[config.mk]
export PLATFORM = sky130hd
export DESIGN_NAME = nmea_sentence_checker_top
export DESIGN_NICKNAME = d
export VERILOG_FILES = /design/src/hdl/nsc_pkg.sv /design/src/hdl/nsc_front.sv /design/src/hdl/nsc_queue.sv /design/src/hdl/nsc_back.sv /design/src/hdl/nmea_sentence_checker_top.sv
export VERILOG_INCLUDE_DIRS = /design/src /design/src/hdl
export SDC_FILE = /design/constraint.sdc
export NUM_CORES = 1
export LEC_CHECK = 0
export BUFFER_PORTS_ARGS = -buffer_cell sky130_fd_sc_hd__buf_2
export CAP_MARGIN = 20
export CELL_PAD_IN_SITES_DETAIL_PLACEMENT = 2
export CELL_PAD_IN_SITES_GLOBAL_PLACEMENT = 2
export CORE_MARGIN = 3
export CORE_UTILIZATION = 41
export DETAILED_ROUTE_END_ITERATION = 10
export PLACE_DENSITY_LB_ADDON = 0.05
export SLEW_MARGIN = 10
export SYNTH_ARGS = -nofsm -noshare
export SYNTH_HDL_FRONTEND = slang
export SYNTH_HIERARCHICAL = 1
export SYNTH_SLANG_ARGS = --single-unit
[constraint.sdc]
create_clock -name clk -period 8.9 [get_ports clk]
set_input_delay 1.78 -clock clk [delete_from_list [all_inputs] [get_ports clk]]
set_output_delay 1.78 -clock clk [all_outputs]
set_load 0.005 [all_outputs]
[src/hdl/assert_macros.svh]
// Assertion helpers, clocked on clk and disabled while rst_n is low.
`ifndef ASSERT_MACROS_SVH
`define ASSERT_MACROS_SVH

// Check that an expression holds at every clock edge.
`define ASSERT_ALWAYS(label, expr, msg) \
  label: assert property (@(posedge clk) disable iff (!rst_n) (expr)) else $error(msg);

// Check that a consequent holds whenever an antecedent holds.
`define ASSERT_IMPLY(label, ante, cons, msg) \
  `ASSERT_ALWAYS(label, !(ante) || (cons), msg)

`endif

[src/hdl/nsc_pkg.sv]
package nsc_pkg;

  localparam int MAX_SENTENCE_LEN_DEF = 128;
  localparam int MAX_FIELDS_DEF       = 32;
  localparam int MAX_FIELD_LEN_DEF    = 16;

  // token position register; all ones marks a dropped field or tail
  localparam int            TPOS_W   = 5;
  localparam logic [TPOS_W-1:0] POS_DROP = '1;

  localparam int QUEUE_DEPTH = 2;

  localparam logic [7:0] CH_NUL   = 8'h00;
  localparam logic [7:0] CH_DOLLAR = 8'h24;
  localparam logic [7:0] CH_STAR  = 8'h2A;
  localparam logic [7:0] CH_COMMA = 8'h2C;

  localparam logic KIND_CHAR   = 1'b0;
  localparam logic KIND_STATUS = 1'b1;

  localparam logic [2:0] ST_OK        = 3'd0;
  localparam logic [2:0] ST_MISMATCH  = 3'd1;
  localparam logic [2:0] ST_NO_DIGITS = 3'd2;
  localparam logic [2:0] ST_EMPTY     = 3'd3;
  localparam logic [2:0] ST_TOO_LONG  = 3'd4;
  localparam logic [2:0] ST_TRUNCATED = 3'd5;
  localparam logic [2:0] ST_FIELD_OVF = 3'd6;

  typedef struct packed {
    logic [7:0] char_in;
    logic       end_of_string;
  } in_item_t;

  typedef struct packed {
    logic        kind;
    logic [7:0]  char_out;
    logic [4:0]  field_number;
    logic [3:0]  char_position;
    logic [7:0]  computed_sum;
    logic [15:0] received_sum;
    logic [5:0]  fields_found;
    logic [2:0]  status;
  } out_item_t;

  // classified character passed from front to back
  typedef struct packed {
    logic [7:0] chr;
    logic       eos;
    logic       nul;
    logic       is_dollar;
    logic       is_star;
    logic       is_comma;
    logic       hex_ok;
    logic [3:0] nibble;
  } cls_item_t;

endpackage

[src/hdl/nsc_front.sv]
module nsc_front (
  input  nsc_pkg::in_item_t  item,
  output nsc_pkg::cls_item_t cls
);

  logic [7:0] c;
  assign c = item.char_in;

  always_comb begin
    cls           = '0;
    cls.chr       = c;
    cls.eos       = item.end_of_string;
    cls.nul       = (c == nsc_pkg::CH_NUL);
    cls.is_dollar = (c == nsc_pkg::CH_DOLLAR);
    cls.is_star   = (c == nsc_pkg::CH_STAR);
    cls.is_comma  = (c == nsc_pkg::CH_COMMA);
    if (c >= 8'h30 && c <= 8'h39) begin
      cls.hex_ok = 1'b1;
      cls.nibble = c[3:0];
    end else if ((c >= 8'h61 && c <= 8'h66) || (c >= 8'h41 && c <= 8'h46)) begin
      cls.hex_ok = 1'b1;
      cls.nibble = c[3:0] + 4'd9;
    end
  end

endmodule

[src/hdl/nsc_queue.sv]
module nsc_queue #(
  parameter int DEPTH = nsc_pkg::QUEUE_DEPTH
) (
  input  logic               clk,
  input  logic               rst_n,
  input  logic               push,
  input  nsc_pkg::cls_item_t push_data,
  output logic               full,
  input  logic               pop,
  output logic               not_empty,
  output nsc_pkg::cls_item_t pop_data
);

  localparam int PTR_W = (DEPTH > 1) ? $clog2(DEPTH) : 1;
  localparam int CNT_W = $clog2(DEPTH + 1);

  nsc_pkg::cls_item_t mem [DEPTH];
  logic [PTR_W-1:0] wr_ptr_r, wr_ptr_nxt;
  logic [PTR_W-1:0] rd_ptr_r, rd_ptr_nxt;
  logic [CNT_W-1:0] count_r, count_nxt;

  assign full      = (count_r == CNT_W'(DEPTH));
  assign not_empty = (count_r != '0);
  assign pop_data  = mem[rd_ptr_r];

  always_comb begin
    wr_ptr_nxt = wr_ptr_r;
    rd_ptr_nxt = rd_ptr_r;
    count_nxt  = count_r;
    if (push) begin
      wr_ptr_nxt = (wr_ptr_r == PTR_W'(DEPTH - 1)) ? '0 : wr_ptr_r + 1'b1;
    end
    if (pop) begin
      rd_ptr_nxt = (rd_ptr_r == PTR_W'(DEPTH - 1)) ? '0 : rd_ptr_r + 1'b1;
    end
    if (push && !pop) begin
      count_nxt = count_r + 1'b1;
    end else if (pop && !push) begin
      count_nxt = count_r - 1'b1;
    end
  end

  always_ff @(posedge clk) begin
    if (!rst_n) begin
      wr_ptr_r <= '0;
      rd_ptr_r <= '0;
      count_r  <= '0;
    end else begin
      wr_ptr_r <= wr_ptr_nxt;
      rd_ptr_r <= rd_ptr_nxt;
      count_r  <= count_nxt;
    end
  end

  always_ff @(posedge clk) begin
    if (push) begin
      mem[wr_ptr_r] <= push_data;
    end
  end

endmodule

[src/hdl/nsc_back.sv]
module nsc_back #(
  parameter int MAX_SENTENCE_LEN = nsc_pkg::MAX_SENTENCE_LEN_DEF,
  parameter int MAX_FIELDS       = nsc_pkg::MAX_FIELDS_DEF,
  parameter int MAX_FIELD_LEN    = nsc_pkg::MAX_FIELD_LEN_DEF
) (
  input  logic               clk,
  input  logic               rst_n,
  input  logic               q_valid,
  input  nsc_pkg::cls_item_t q_data,
  output logic               q_pop,
  output logic               out_valid,
  input  logic               out_ready,
  output nsc_pkg::out_item_t out_data
);

  localparam int LEN_W = $clog2(MAX_SENTENCE_LEN + 1);
  localparam int TW    = nsc_pkg::TPOS_W;

  localparam logic [1:0] PH_HUNT = 2'd0;
  localparam logic [1:0] PH_BODY = 2'd1;
  localparam logic [1:0] PH_HEX  = 2'd2;

  logic [1:0]       phase_r, phase_nxt;
  logic [7:0]       xor_r, xor_nxt;
  logic [15:0]      hex_r, hex_nxt;
  logic             seen_r, seen_nxt;
  logic [LEN_W-1:0] blen_r, blen_nxt;
  logic [5:0]       ftot_r, ftot_nxt;
  logic             intok_r, intok_nxt;
  logic [TW-1:0]    tpos_r, tpos_nxt;
  logic             ovf_r, ovf_nxt;

  logic               out_valid_r, out_valid_nxt;
  nsc_pkg::out_item_t out_data_r, out_data_nxt;

  logic               produce;
  nsc_pkg::out_item_t res;

  assign q_pop     = q_valid && (!out_valid_r || out_ready);
  assign out_valid = out_valid_r;
  assign out_data  = out_data_r;

  always_comb begin
    logic       close_s;
    logic       trunc;
    logic       emit;
    logic [TW-1:0] tpos_cur;
    logic [2:0] st;

    phase_nxt = phase_r;
    xor_nxt   = xor_r;
    hex_nxt   = hex_r;
    seen_nxt  = seen_r;
    blen_nxt  = blen_r;
    ftot_nxt  = ftot_r;
    intok_nxt = intok_r;
    tpos_nxt  = tpos_r;
    ovf_nxt   = ovf_r;
    close_s   = 1'b0;
    trunc     = 1'b0;
    emit      = 1'b0;
    tpos_cur  = tpos_r;

    case (phase_r)
      PH_HUNT: begin
        if (!q_data.nul && q_data.is_dollar) begin
          xor_nxt   = '0;
          hex_nxt   = '0;
          seen_nxt  = 1'b0;
          blen_nxt  = '0;
          ftot_nxt  = '0;
          intok_nxt = 1'b0;
          tpos_nxt  = '0;
          ovf_nxt   = 1'b0;
          phase_nxt = PH_BODY;
          if (q_data.eos) begin
            close_s = 1'b1;
            trunc   = 1'b1;
          end
        end
      end
      PH_BODY: begin
        if (q_data.nul) begin
          close_s = 1'b1;
          trunc   = 1'b1;
        end else if (q_data.is_star) begin
          phase_nxt = PH_HEX;
          hex_nxt   = '0;
          seen_nxt  = 1'b0;
          close_s   = q_data.eos;
        end else begin
          if (blen_r >= LEN_W'(MAX_SENTENCE_LEN - 1)) begin
            blen_nxt = LEN_W'(MAX_SENTENCE_LEN);
          end else begin
            blen_nxt = blen_r + 1'b1;
            xor_nxt  = xor_r ^ q_data.chr;
            if (q_data.is_comma) begin
              intok_nxt = 1'b0;
            end else begin
              if (!intok_r) begin
                intok_nxt = 1'b1;
                if (ftot_r >= 6'(MAX_FIELDS)) begin
                  ovf_nxt  = 1'b1;
                  tpos_cur = nsc_pkg::POS_DROP;
                end else begin
                  ftot_nxt = ftot_r + 1'b1;
                  tpos_cur = '0;
                end
              end
              tpos_nxt = tpos_cur;
              if (tpos_cur < TW'(MAX_FIELD_LEN - 1)) begin
                emit     = 1'b1;
                tpos_nxt = tpos_cur + 1'b1;
              end else begin
                ovf_nxt  = 1'b1;
                tpos_nxt = nsc_pkg::POS_DROP;
              end
            end
          end
          if (q_data.eos) begin
            close_s = 1'b1;
            trunc   = 1'b1;
          end
        end
      end
      default: begin
        // hex digits after the star; the spare phase code behaves alike
        if (q_data.nul || !q_data.hex_ok) begin
          close_s = 1'b1;
        end else begin
          hex_nxt  = {hex_r[11:0], q_data.nibble};
          seen_nxt = 1'b1;
          close_s  = q_data.eos;
        end
      end
    endcase

    if (trunc) begin
      st = nsc_pkg::ST_TRUNCATED;
    end else if (blen_nxt == '0) begin
      st = nsc_pkg::ST_EMPTY;
    end else if (blen_nxt >= LEN_W'(MAX_SENTENCE_LEN)) begin
      st = nsc_pkg::ST_TOO_LONG;
    end else if (ovf_nxt) begin
      st = nsc_pkg::ST_FIELD_OVF;
    end else if (!seen_nxt) begin
      st = nsc_pkg::ST_NO_DIGITS;
    end else if (hex_nxt != {8'h00, xor_nxt}) begin
      st = nsc_pkg::ST_MISMATCH;
    end else begin
      st = nsc_pkg::ST_OK;
    end

    res              = '0;
    res.computed_sum = xor_nxt;
    res.fields_found = ftot_nxt;
    if (close_s) begin
      phase_nxt        = PH_HUNT;
      res.kind         = nsc_pkg::KIND_STATUS;
      res.received_sum = hex_nxt;
      res.status       = st;
    end else begin
      res.kind          = nsc_pkg::KIND_CHAR;
      res.char_out      = q_data.chr;
      res.field_number  = 5'(ftot_nxt - 6'd1);
      res.char_position = tpos_cur[3:0];
    end
    produce = close_s || emit;
  end

  always_comb begin
    out_valid_nxt = out_valid_r;
    out_data_nxt  = out_data_r;
    if (q_pop) begin
      out_valid_nxt = produce;
      out_data_nxt  = res;
    end else if (out_ready) begin
      out_valid_nxt = 1'b0;
    end
  end

  always_ff @(posedge clk) begin
    if (!rst_n) begin
      phase_r     <= PH_HUNT;
      xor_r       <= '0;
      hex_r       <= '0;
      seen_r      <= 1'b0;
      blen_r      <= '0;
      ftot_r      <= '0;
      intok_r     <= 1'b0;
      tpos_r      <= '0;
      ovf_r       <= 1'b0;
      out_valid_r <= 1'b0;
    end else begin
      if (q_pop) begin
        phase_r <= phase_nxt;
        xor_r   <= xor_nxt;
        hex_r   <= hex_nxt;
        seen_r  <= seen_nxt;
        blen_r  <= blen_nxt;
        ftot_r  <= ftot_nxt;
        intok_r <= intok_nxt;
        tpos_r  <= tpos_nxt;
        ovf_r   <= ovf_nxt;
      end
      out_valid_r <= out_valid_nxt;
    end
  end

  always_ff @(posedge clk) begin
    out_data_r <= out_data_nxt;
  end

endmodule

[src/hdl/nmea_sentence_checker_top.sv]
// Channel   Direction  Handshake              Payload
// in_       input      in_valid / in_ready    nsc_pkg::in_item_t  (one character)
// out_      output     out_valid / out_ready  nsc_pkg::out_item_t (field char or status)
//
// One character is taken every cycle while the queue has room; each result passes
// through the queue and then the output register before it leaves.
// Reset is synchronous on rst_n low and returns the parser to hunting for '$'.
// A stalled output holds the back end; the two-entry queue keeps in_ready high
// until it fills, so the input side stalls only after two items back up.
`include "assert_macros.svh"

module nmea_sentence_checker_top #(
  parameter int MAX_SENTENCE_LEN = nsc_pkg::MAX_SENTENCE_LEN_DEF,
  parameter int MAX_FIELDS       = nsc_pkg::MAX_FIELDS_DEF,
  parameter int MAX_FIELD_LEN    = nsc_pkg::MAX_FIELD_LEN_DEF
) (
  input  logic               clk,
  input  logic               rst_n,
  input  logic               in_valid,
  output logic               in_ready,
  input  nsc_pkg::in_item_t  in_data,
  output logic               out_valid,
  input  logic               out_ready,
  output nsc_pkg::out_item_t out_data
);

  nsc_pkg::cls_item_t cls;      // classified character from the front end
  nsc_pkg::cls_item_t q_data;   // head of the queue
  logic               q_full;
  logic               q_valid;
  logic               q_pop;
  logic               push;

  // Front end: classify the character as it arrives.
  nsc_front u_front (
    .item (in_data),
    .cls  (cls)
  );

  // Accept whenever the queue has room; nothing else holds the input.
  assign in_ready = !q_full;
  assign push     = in_valid && in_ready;

  nsc_queue #(
    .DEPTH (nsc_pkg::QUEUE_DEPTH)
  ) u_queue (
    .clk       (clk),
    .rst_n     (rst_n),
    .push      (push),
    .push_data (cls),
    .full      (q_full),
    .pop       (q_pop),
    .not_empty (q_valid),
    .pop_data  (q_data)
  );

  // Back end: run the sentence state and hold each result in the output register.
  nsc_back #(
    .MAX_SENTENCE_LEN (MAX_SENTENCE_LEN),
    .MAX_FIELDS       (MAX_FIELDS),
    .MAX_FIELD_LEN    (MAX_FIELD_LEN)
  ) u_back (
    .clk       (clk),
    .rst_n     (rst_n),
    .q_valid   (q_valid),
    .q_data    (q_data),
    .q_pop     (q_pop),
    .out_valid (out_valid),
    .out_ready (out_ready),
    .out_data  (out_data)
  );

  // An ok status means the received value equals the computed XOR.
  `ASSERT_IMPLY(a_ok_matches, out_valid && out_data.kind == nsc_pkg::KIND_STATUS && out_data.status == nsc_pkg::ST_OK, out_data.received_sum == {8'h00, out_data.computed_sum}, "ok status with differing sums")

  // A field character always belongs to a counted field and carries no status.
  `ASSERT_IMPLY(a_char_fields, out_valid && out_data.kind == nsc_pkg::KIND_CHAR, out_data.fields_found != 6'd0 && out_data.status == nsc_pkg::ST_OK && out_data.received_sum == 16'h0000, "field character with bad side fields")

  // The back end only pops the queue when an item is there.
  `ASSERT_IMPLY(a_pop_valid, q_pop, q_valid, "queue popped while empty")

endmodule

# [Yosys cells after proc, flatten, opt, wreduce, memory -nomap -nowiden]
# Memories as Yosys holds them, arrays and structs flattened. A register that Yosys moved wholly into a read port is not among the register bits.
# Index checks and enable logic that the tools add are counted.
[totals] ram_bits=36 out_inout_bits=53 n_memories=1 inputBits=13 regBits=104 elab_cells=189
[memory_table] memory="u_queue.mem" depth=2 word_bits=18 rd=1 rd_ports_with_merged_regs=1 write_ports=1 line_no="nsc_queue.sv:17" text="nsc_pkg::cls_item_t mem [DEPTH];"
[op_classes] order_cmp=10 add_sub_neg=9 reduce_logical=30 n_mux=101 n_bitwise=2 n_eq_ne=14
[op_table] operator="5-bit two-way mux" count=15
[op_table] operator="16-bit two-way mux" count=4
[op_table] operator="8-bit two-way mux" count=8
[op_table] operator="6-bit two-way mux" count=7
[op_table] operator="1-bit two-way mux" count=40
[op_table] operator="16-bit case mux with 2 select lines" count=1
[op_table] operator="8-bit case mux with 2 select lines" count=2
[op_table] operator="8-bit by 6-bit == test with 1-bit output (second input constant)" count=3
[op_table] operator="8-bit by 7-bit greater-or-equal comparator with 1-bit output (second input constant)" count=3
[op_table] operator="4-bit two-way mux" count=5
[op_table] operator="8-bit by 7-bit less-or-equal comparator with 1-bit output (second input constant)" count=2
[op_table] operator="8-bit logical NOT" count=2
[op_table] operator="16-bit by 8-bit != test with 1-bit output" count=1
[op_table] operator="3-bit two-way mux" count=5
[op_table] operator="2-bit two-way mux" count=6
[op_table] operator="6-bit case mux with 2 select lines" count=1
[op_table] operator="1-bit case mux with 2 select lines" count=5
[op_table] operator="5-bit case mux with 2 select lines" count=1
[op_table] operator="8-bit by 1-bit adder with 8-bit output (second input constant)" count=1
[op_table] operator="8-bit by 6-bit greater-or-equal comparator with 1-bit output (second input constant)" count=1
[op_table] operator="8-bit greater-or-equal comparator (second input constant)" count=1
[op_table] operator="8-bit by 6-bit less-or-equal comparator with 1-bit output (second input constant)" count=1
[op_table] operator="1-bit logical AND" count=8
[op_table] operator="2-bit != test (second input constant)" count=4
[op_table] operator="27 further kinds" count=39

# [Longest topological paths before layout]
[depth] depth_word=19 depth_mapped=13 ltp_nobuf=10

# [By module]
# The synthesis kept the hierarchy.
[by_module_without_submodules] mod="nsc_back" n_inst=1 seq_area_each_um2=2512.4 area_per_inst_um2=5061.1 cells_each=555
[by_module_without_submodules] mod="nsc_queue" n_inst=1 seq_area_each_um2=1181.1 area_per_inst_um2=1521.5 cells_each=78
[by_module_without_submodules] mod="nsc_front" n_inst=1 seq_area_each_um2=0.0 area_per_inst_um2=337.8 cells_each=47
[by_module_without_submodules] mod="nmea_sentence_checker_top" n_inst=1 seq_area_each_um2=0.0 area_per_inst_um2=10.0 cells_each=2

# [Worst setup path before layout]
# No wires, ideal clock.
[synth_path] path_type="input port to flip-flop" start="input port out_ready" end="register u_queue.count_r[1]" required_time_ns=8.830 slack_ns=3.856 arrival_time_ns=4.974 n_path_buf=2 setup_time_ns=0.070 cell_stages=9 cell_sequence="nand2b_1 -> nand2_1 -> inv_1 -> clkbuf_1 -> clkbuf_1 -> inv_1 -> ha_1 -> or3_1 -> a21boi_1"
[synth_between] elab_chain_cells=5 elab_cells_between_ends=7 cone_classes="mux (1); reduce/logical (6)"
[synth_lines] item="start: declaration" line_no="nmea_sentence_checker_top.sv:23" text="input logic out_ready,"
[synth_lines] item="1-bit logical OR (*)" line_no="nsc_back.sv:39" text="assign q_pop = q_valid && (!out_valid_r || out_ready);"
[synth_lines] item="1-bit logical AND (*)" line_no="nsc_back.sv:39"
[synth_lines] item="named net q_pop" line_no="nmea_sentence_checker_top.sv:31" text="logic q_pop;"
[synth_lines] item="1-bit logical NOT" line_no="nsc_queue.sv:36" text="if (push && !pop) begin"
[synth_lines] item="1-bit logical AND" line_no="nsc_queue.sv:36"
[synth_lines] item="2-bit two-way mux / 2-bit nonzero test (equally long branches)"
[synth_lines] item="end signal: assignment" line_no="nsc_queue.sv:51" text="count_r <= count_nxt;"
[synth_lines] item="end: declaration" line_no="nsc_queue.sv:20" text="logic [CNT_W-1:0] count_r, count_nxt;"
# The timed path passes the listed nets; every way through them passes the cells marked *.
# A chain may end at the register's enable or synchronous reset.

# [Final worst setup path]
[layout_path] start="input port out_ready" end="register u_back.tpos_r[2]"
[layout_between] elab_chain_cells=3
[layout_lines] item="1-bit logical OR" line_no="nsc_back.sv:39"
[layout_lines] item="1-bit logical AND" line_no="nsc_back.sv:39"
[layout_lines] item="named net q_pop" line_no="nmea_sentence_checker_top.sv:31"
[layout_lines] item="7-bit AND reduction (no source line)"
[layout_lines] item="end signal: assignment" line_no="nsc_back.sv:203" text="tpos_r <= tpos_nxt;"
[layout_lines] item="end: declaration" line_no="nsc_back.sv:30" text="logic [TW-1:0] tpos_r, tpos_nxt;"
# The timed path passes the listed nets, and every way through them passes these cells.

==> results_tabular.tex <==
\begin{tabular}{lr}
\hline
Metric & Value \\
\hline
\multicolumn{2}{l}{\textbf{Timing}} \\
Endpoints failing hold & 0 \\
Crit path time final & approximately 5.2 ns \\
Total Neg Setup Slack & 0 ns \\
Final Slew Violations & 0 \\
Worst hold slack after final layout & just over 0.5 ns \\
Slew at the pin with the worst max-slew slack & $\sim$0.95 ns \\
\# setup viols final & 0 \\
Maximum operating frequency & between 0.15 and 0.2 GHz \\
Max\_slew headroom & 0.366 \\
Clk\_skew & between 0.009 and 0.01 ns \\
RSZ-0062 raised after global routing & false \\
Final Cycle Share & 0.587 \\
\multicolumn{2}{l}{\textbf{Cells and area}} \\
Fraction of layout cells with a size suffix above 1 & 0.182 \\
Commonest cells after routing, fill and taps aside & sky130\_fd\_sc\_hd\_\_edfxtp\_1 (87), sky130\_fd\_sc\_hd\_\_nor2\_1 (83), sky130\_fd\_sc\_hd\_\_buf\_2 (65) \\
Post-route insts no fill & 958 \\
Layout Nets & around 750 \\
Area added between synthesis and finish & 14.3\% \\
Final design area excluding fillers & 7920 um2 \\
Leading cell type in the layout, fill and taps excluded & sky130\_fd\_sc\_hd\_\_edfxtp\_1 \\
Antenna diode instance count & 0 \\
\multicolumn{2}{l}{\textbf{Flow run}} \\
Max cap viols & 0 \\
\multicolumn{2}{l}{\textbf{Synthesis}} \\
Post-synthesis cell type with the largest combined area & sky130\_fd\_sc\_hd\_\_edfxtp\_1 \\
Async set-or-reset flop fraction in the synthesized netlist & 0 \\
Yosys warning count & 6 \\
Net count after synthesis & roughly 710 \\
EDFF count, synth & 87 \\
Primary flip-flop cell chosen by synthesis mapping & sky130\_fd\_sc\_hd\_\_edfxtp\_1 \\
Synth cell types & 76 \\
Share of the yosys chip area belonging to registers & 0.533 \\
Flip-flop and latch count after synthesis & 141 \\
Number of standard cells after synthesis & 682 \\
Synth Area per Inst & a little over 10 um2 \\
Most area-consuming cells after synthesis & sky130\_fd\_sc\_hd\_\_edfxtp\_1 (38\%), sky130\_fd\_sc\_hd\_\_dfxtp\_1 (16\%), sky130\_fd\_sc\_hd\_\_nor2\_1 (4.5\%) \\
Top-area cell type share of the netlist area & 0.377 \\
Syn Std Cell Area & a little under 7000 um2 \\
\multicolumn{2}{l}{\textbf{Clock tree}} \\
Number of buffers inserted to repair setup after CTS & 0 \\
CTS buffer count & 17 \\
Number of cells upsized or downsized after cts & 0 \\
Buffers from clock root to sink, at most & 2 \\
Clk Latency, worst-skew pair & approximately 0.43 ns \\
Number of sinks driven by the clock tree & $\sim$140 \\
Clock transition at path regs & around 0.060 ns \\
TritonCTS clock tree & yes \\
Post-cts hold buffer count & 0 \\
Library cell used as clock root buffer & sky130\_fd\_sc\_hd\_\_clkbuf\_16 \\
H-tree levels & 4 \\
\multicolumn{2}{l}{\textbf{Setup path}} \\
Cell family with most CP delay & simple AND/OR/NAND/NOR gates \\
Max stage delay cell, worst path & sky130\_fd\_sc\_hd\_\_nor4\_1 \\
Most Frequent Cell on Critical Path & sky130\_fd\_sc\_hd\_\_nand2\_1 \\
Number of buffer and inverter instances along the worst setup path & 3 \\
Setup slack on the worst flop-to-flop path & between 4 and 5 ns \\
Required time at the endpoint of the critical path & around 9.3 ns \\
Startpoint kind of the worst setup timing path & input port \\
Crit path kind & input port to flip-flop \\
Kind of capture point of the worst setup path & flip-flop \\
Largest incremental delay on the critical path & between 0.8 and 0.9 ns \\
Crit path max fanout & 61 \\
CP cell instances & buf\_2 -> nand2b\_1 -> nand2\_1 -> inv\_2 -> buf\_4 -> nand2\_1 -> nor4\_1 -> o21ai\_0 -> a21oi\_1 \\
Data arrival time of the worst path & 5.57 ns \\
\multicolumn{2}{l}{\textbf{Power}} \\
Logic gate share of total power & 0.339 \\
Cell Int Power & 0.00167 W \\
Psw & 0.000950 W \\
Post-layout power & roughly 0.0026 W \\
Power Density & around 330 nW/um2 \\
Portion of total power attributed to sequential cells & 0.393 \\
Fraction of power consumed by the clock network & 0.268 \\
Worst IR Drop VDD & 0.000145 V \\
Switching share of total power & 0.363 \\
Standby leakage power & around 3 nW \\
\multicolumn{2}{l}{\textbf{Floorplan}} \\
Area of the die & $\sim$19,000 um2 \\
Placeable Area & around 16,000 um2 \\
Die height & around 140 um \\
Starting utilization of the core area & 0.427 \\
Io pins & 66 \\
Die width & 136 um \\
Row Count & 46 \\
\multicolumn{2}{l}{\textbf{Detailed routing}} \\
Drt first-iter violations & 263 \\
Total number of vias & approximately 5,600 \\
Post-route ant nets & 0 \\
1st-pass router iterations & 4 \\
Total wire length after detailed routing & roughly 22 mm \\
Top layer reached by signal wires & met4 \\
Length of routed met2 wiring & 11.2 mm \\
Routed len/inst & approximately 23 um \\
DRC violation count after routing & 0 \\
Via density per instance & $\sim$5.8 \\
Wire length the detailed router placed on met1 & $\sim$9 mm \\
Met3 routed WL & $\sim$760 um \\
\multicolumn{2}{l}{\textbf{Worst hold path}} \\
Worst min-delay path class & flip-flop to flip-flop \\
\multicolumn{2}{l}{\textbf{Place}} \\
Placed Area & about 7300 um2 \\
Count of input and output buffers & 65 \\
Post-Place Cells & around 930 \\
Final RePlAce weighted congestion & 0.791 \\
Estimated wirelength of the detail-placed design & around 15 mm \\
\multicolumn{2}{l}{\textbf{Global routing}} \\
Combined global-route utilization of all metal layers & 0.246 \\
Number of global-route vias before repair & a little over 6,000 \\
Maximum number of pins on one net before global-route repair & slightly above 60 \\
First-pass GRT wire length & 34.5 mm \\
Initial antenna violation count & 1 \\
Total grt overflow & 0 \\
\multicolumn{2}{l}{\textbf{Outcome}} \\
Run status & complete, no violations \\
\hline
\end{tabular}
flip-flops by register name, summed over array words and instances, names as in the netlist, named ones only:
signal            flops
u_back/seen_r         1
u_back/intok_r        1
u_back/out_data      51
u_back/blen_r         8
u_back/hex_r         16
u_queue/wr_ptr_r      1
u_back/phase_r        2
u_back/xor_r          8
u_queue/rd_ptr_r      1
u_back/ftot_r         6
u_queue/mem          36
u_back/out_valid      1
u_queue/count_r       2
u_back/tpos_r         5
u_back/ovf_r          1
through the flow:
stage,worst slack [ns],utilization
floorplan,3.86,-
global placement,3.73,0.452
detailed placement,3.34,0.453
CTS,3.69,0.488
global route,3.23,0.488
finish,3.67,0.488
logic make-up (layout without fill, tap and decap cells):
family          after synthesis  in the layout  synth area share
simple gates                261            261             0.190
compound gates              159            159             0.152
flops                       141            141             0.533
buf+inv                      71            131            0.0469
mux                          29             29            0.0455
xor+xnor                     11             11            0.0139
fa+ha+maj                    10             10            0.0181
metal layers:
layer	GRT usage	up-vias
li1	-	2560
met1	0.295	2852
met2	0.435	120
met3	0.0477	43
met4	0.0924	0
met5	0	-
Yosys cell counts (all sizes together) (2+ instances only):
master,count
dfxtp,54
inv,27
a211o,3
nand3b,3
nor3,25
nand3,12
a31oi,6
nor4,5
nand2,58
nor2,83
or4,2
nand4,4
a211oi,13
nand4b,3
a21oi,49
nand2b,9
edfxtp,87
a21boi,3
nor3b,7
a22o,3
o211ai,6
xor2,7
o21ai,30
a21o,4
xnor2,4
mux2,20
o22ai,2
or3,7
buf,19
o41ai,2
o21a,4
clkbuf,25
nor2b,11
and2b,2
ha,10
mux2i,9
a22oi,19
and2,19
and3,2
area by class of cell:
cell class	instances	area [um2]
clock buffers	21	450
well taps	216	270
flip-flops and latches	141	3690
repair buffers	72	378
multi-input cells	470	2910
clock inverters	11	118
fillers	1698	8310
inverters	27	101
path summary, 6_finish.rpt:
check | cells past startpoint | startpoint | end
max | 9 | out_ready | u_back/tpos_r[2]
min | 2 | u_back/out_valid | u_back/out_valid
max reg2reg | 8 | u_queue/count_r[0] | u_back/tpos_r[2]
min reg2reg | 2 | u_back/out_valid | u_back/out_valid
power by group through the flow:
stage          sequential (W)  combinational, W  clock (W)
2_1_floorplan         0.00104          0.000537          0
3_3_place_gp          0.00103          0.000842          0
3_5_place_dp          0.00104          0.000881          0
4_1_cts               0.00103          0.000895   0.000717
5_1_grt               0.00105          0.000983   0.000742
6_report              0.00103          0.000887   0.000701
tightest hold or removal path, stage by stage (launching register included):
cell and delay (ns):
sky130_fd_sc_hd__dfxtp_1 0.31, sky130_fd_sc_hd__nand2b_1 0.09, sky130_fd_sc_hd__a21oi_1 0.06
Note: power is estimated with default switching activity, not from simulation.
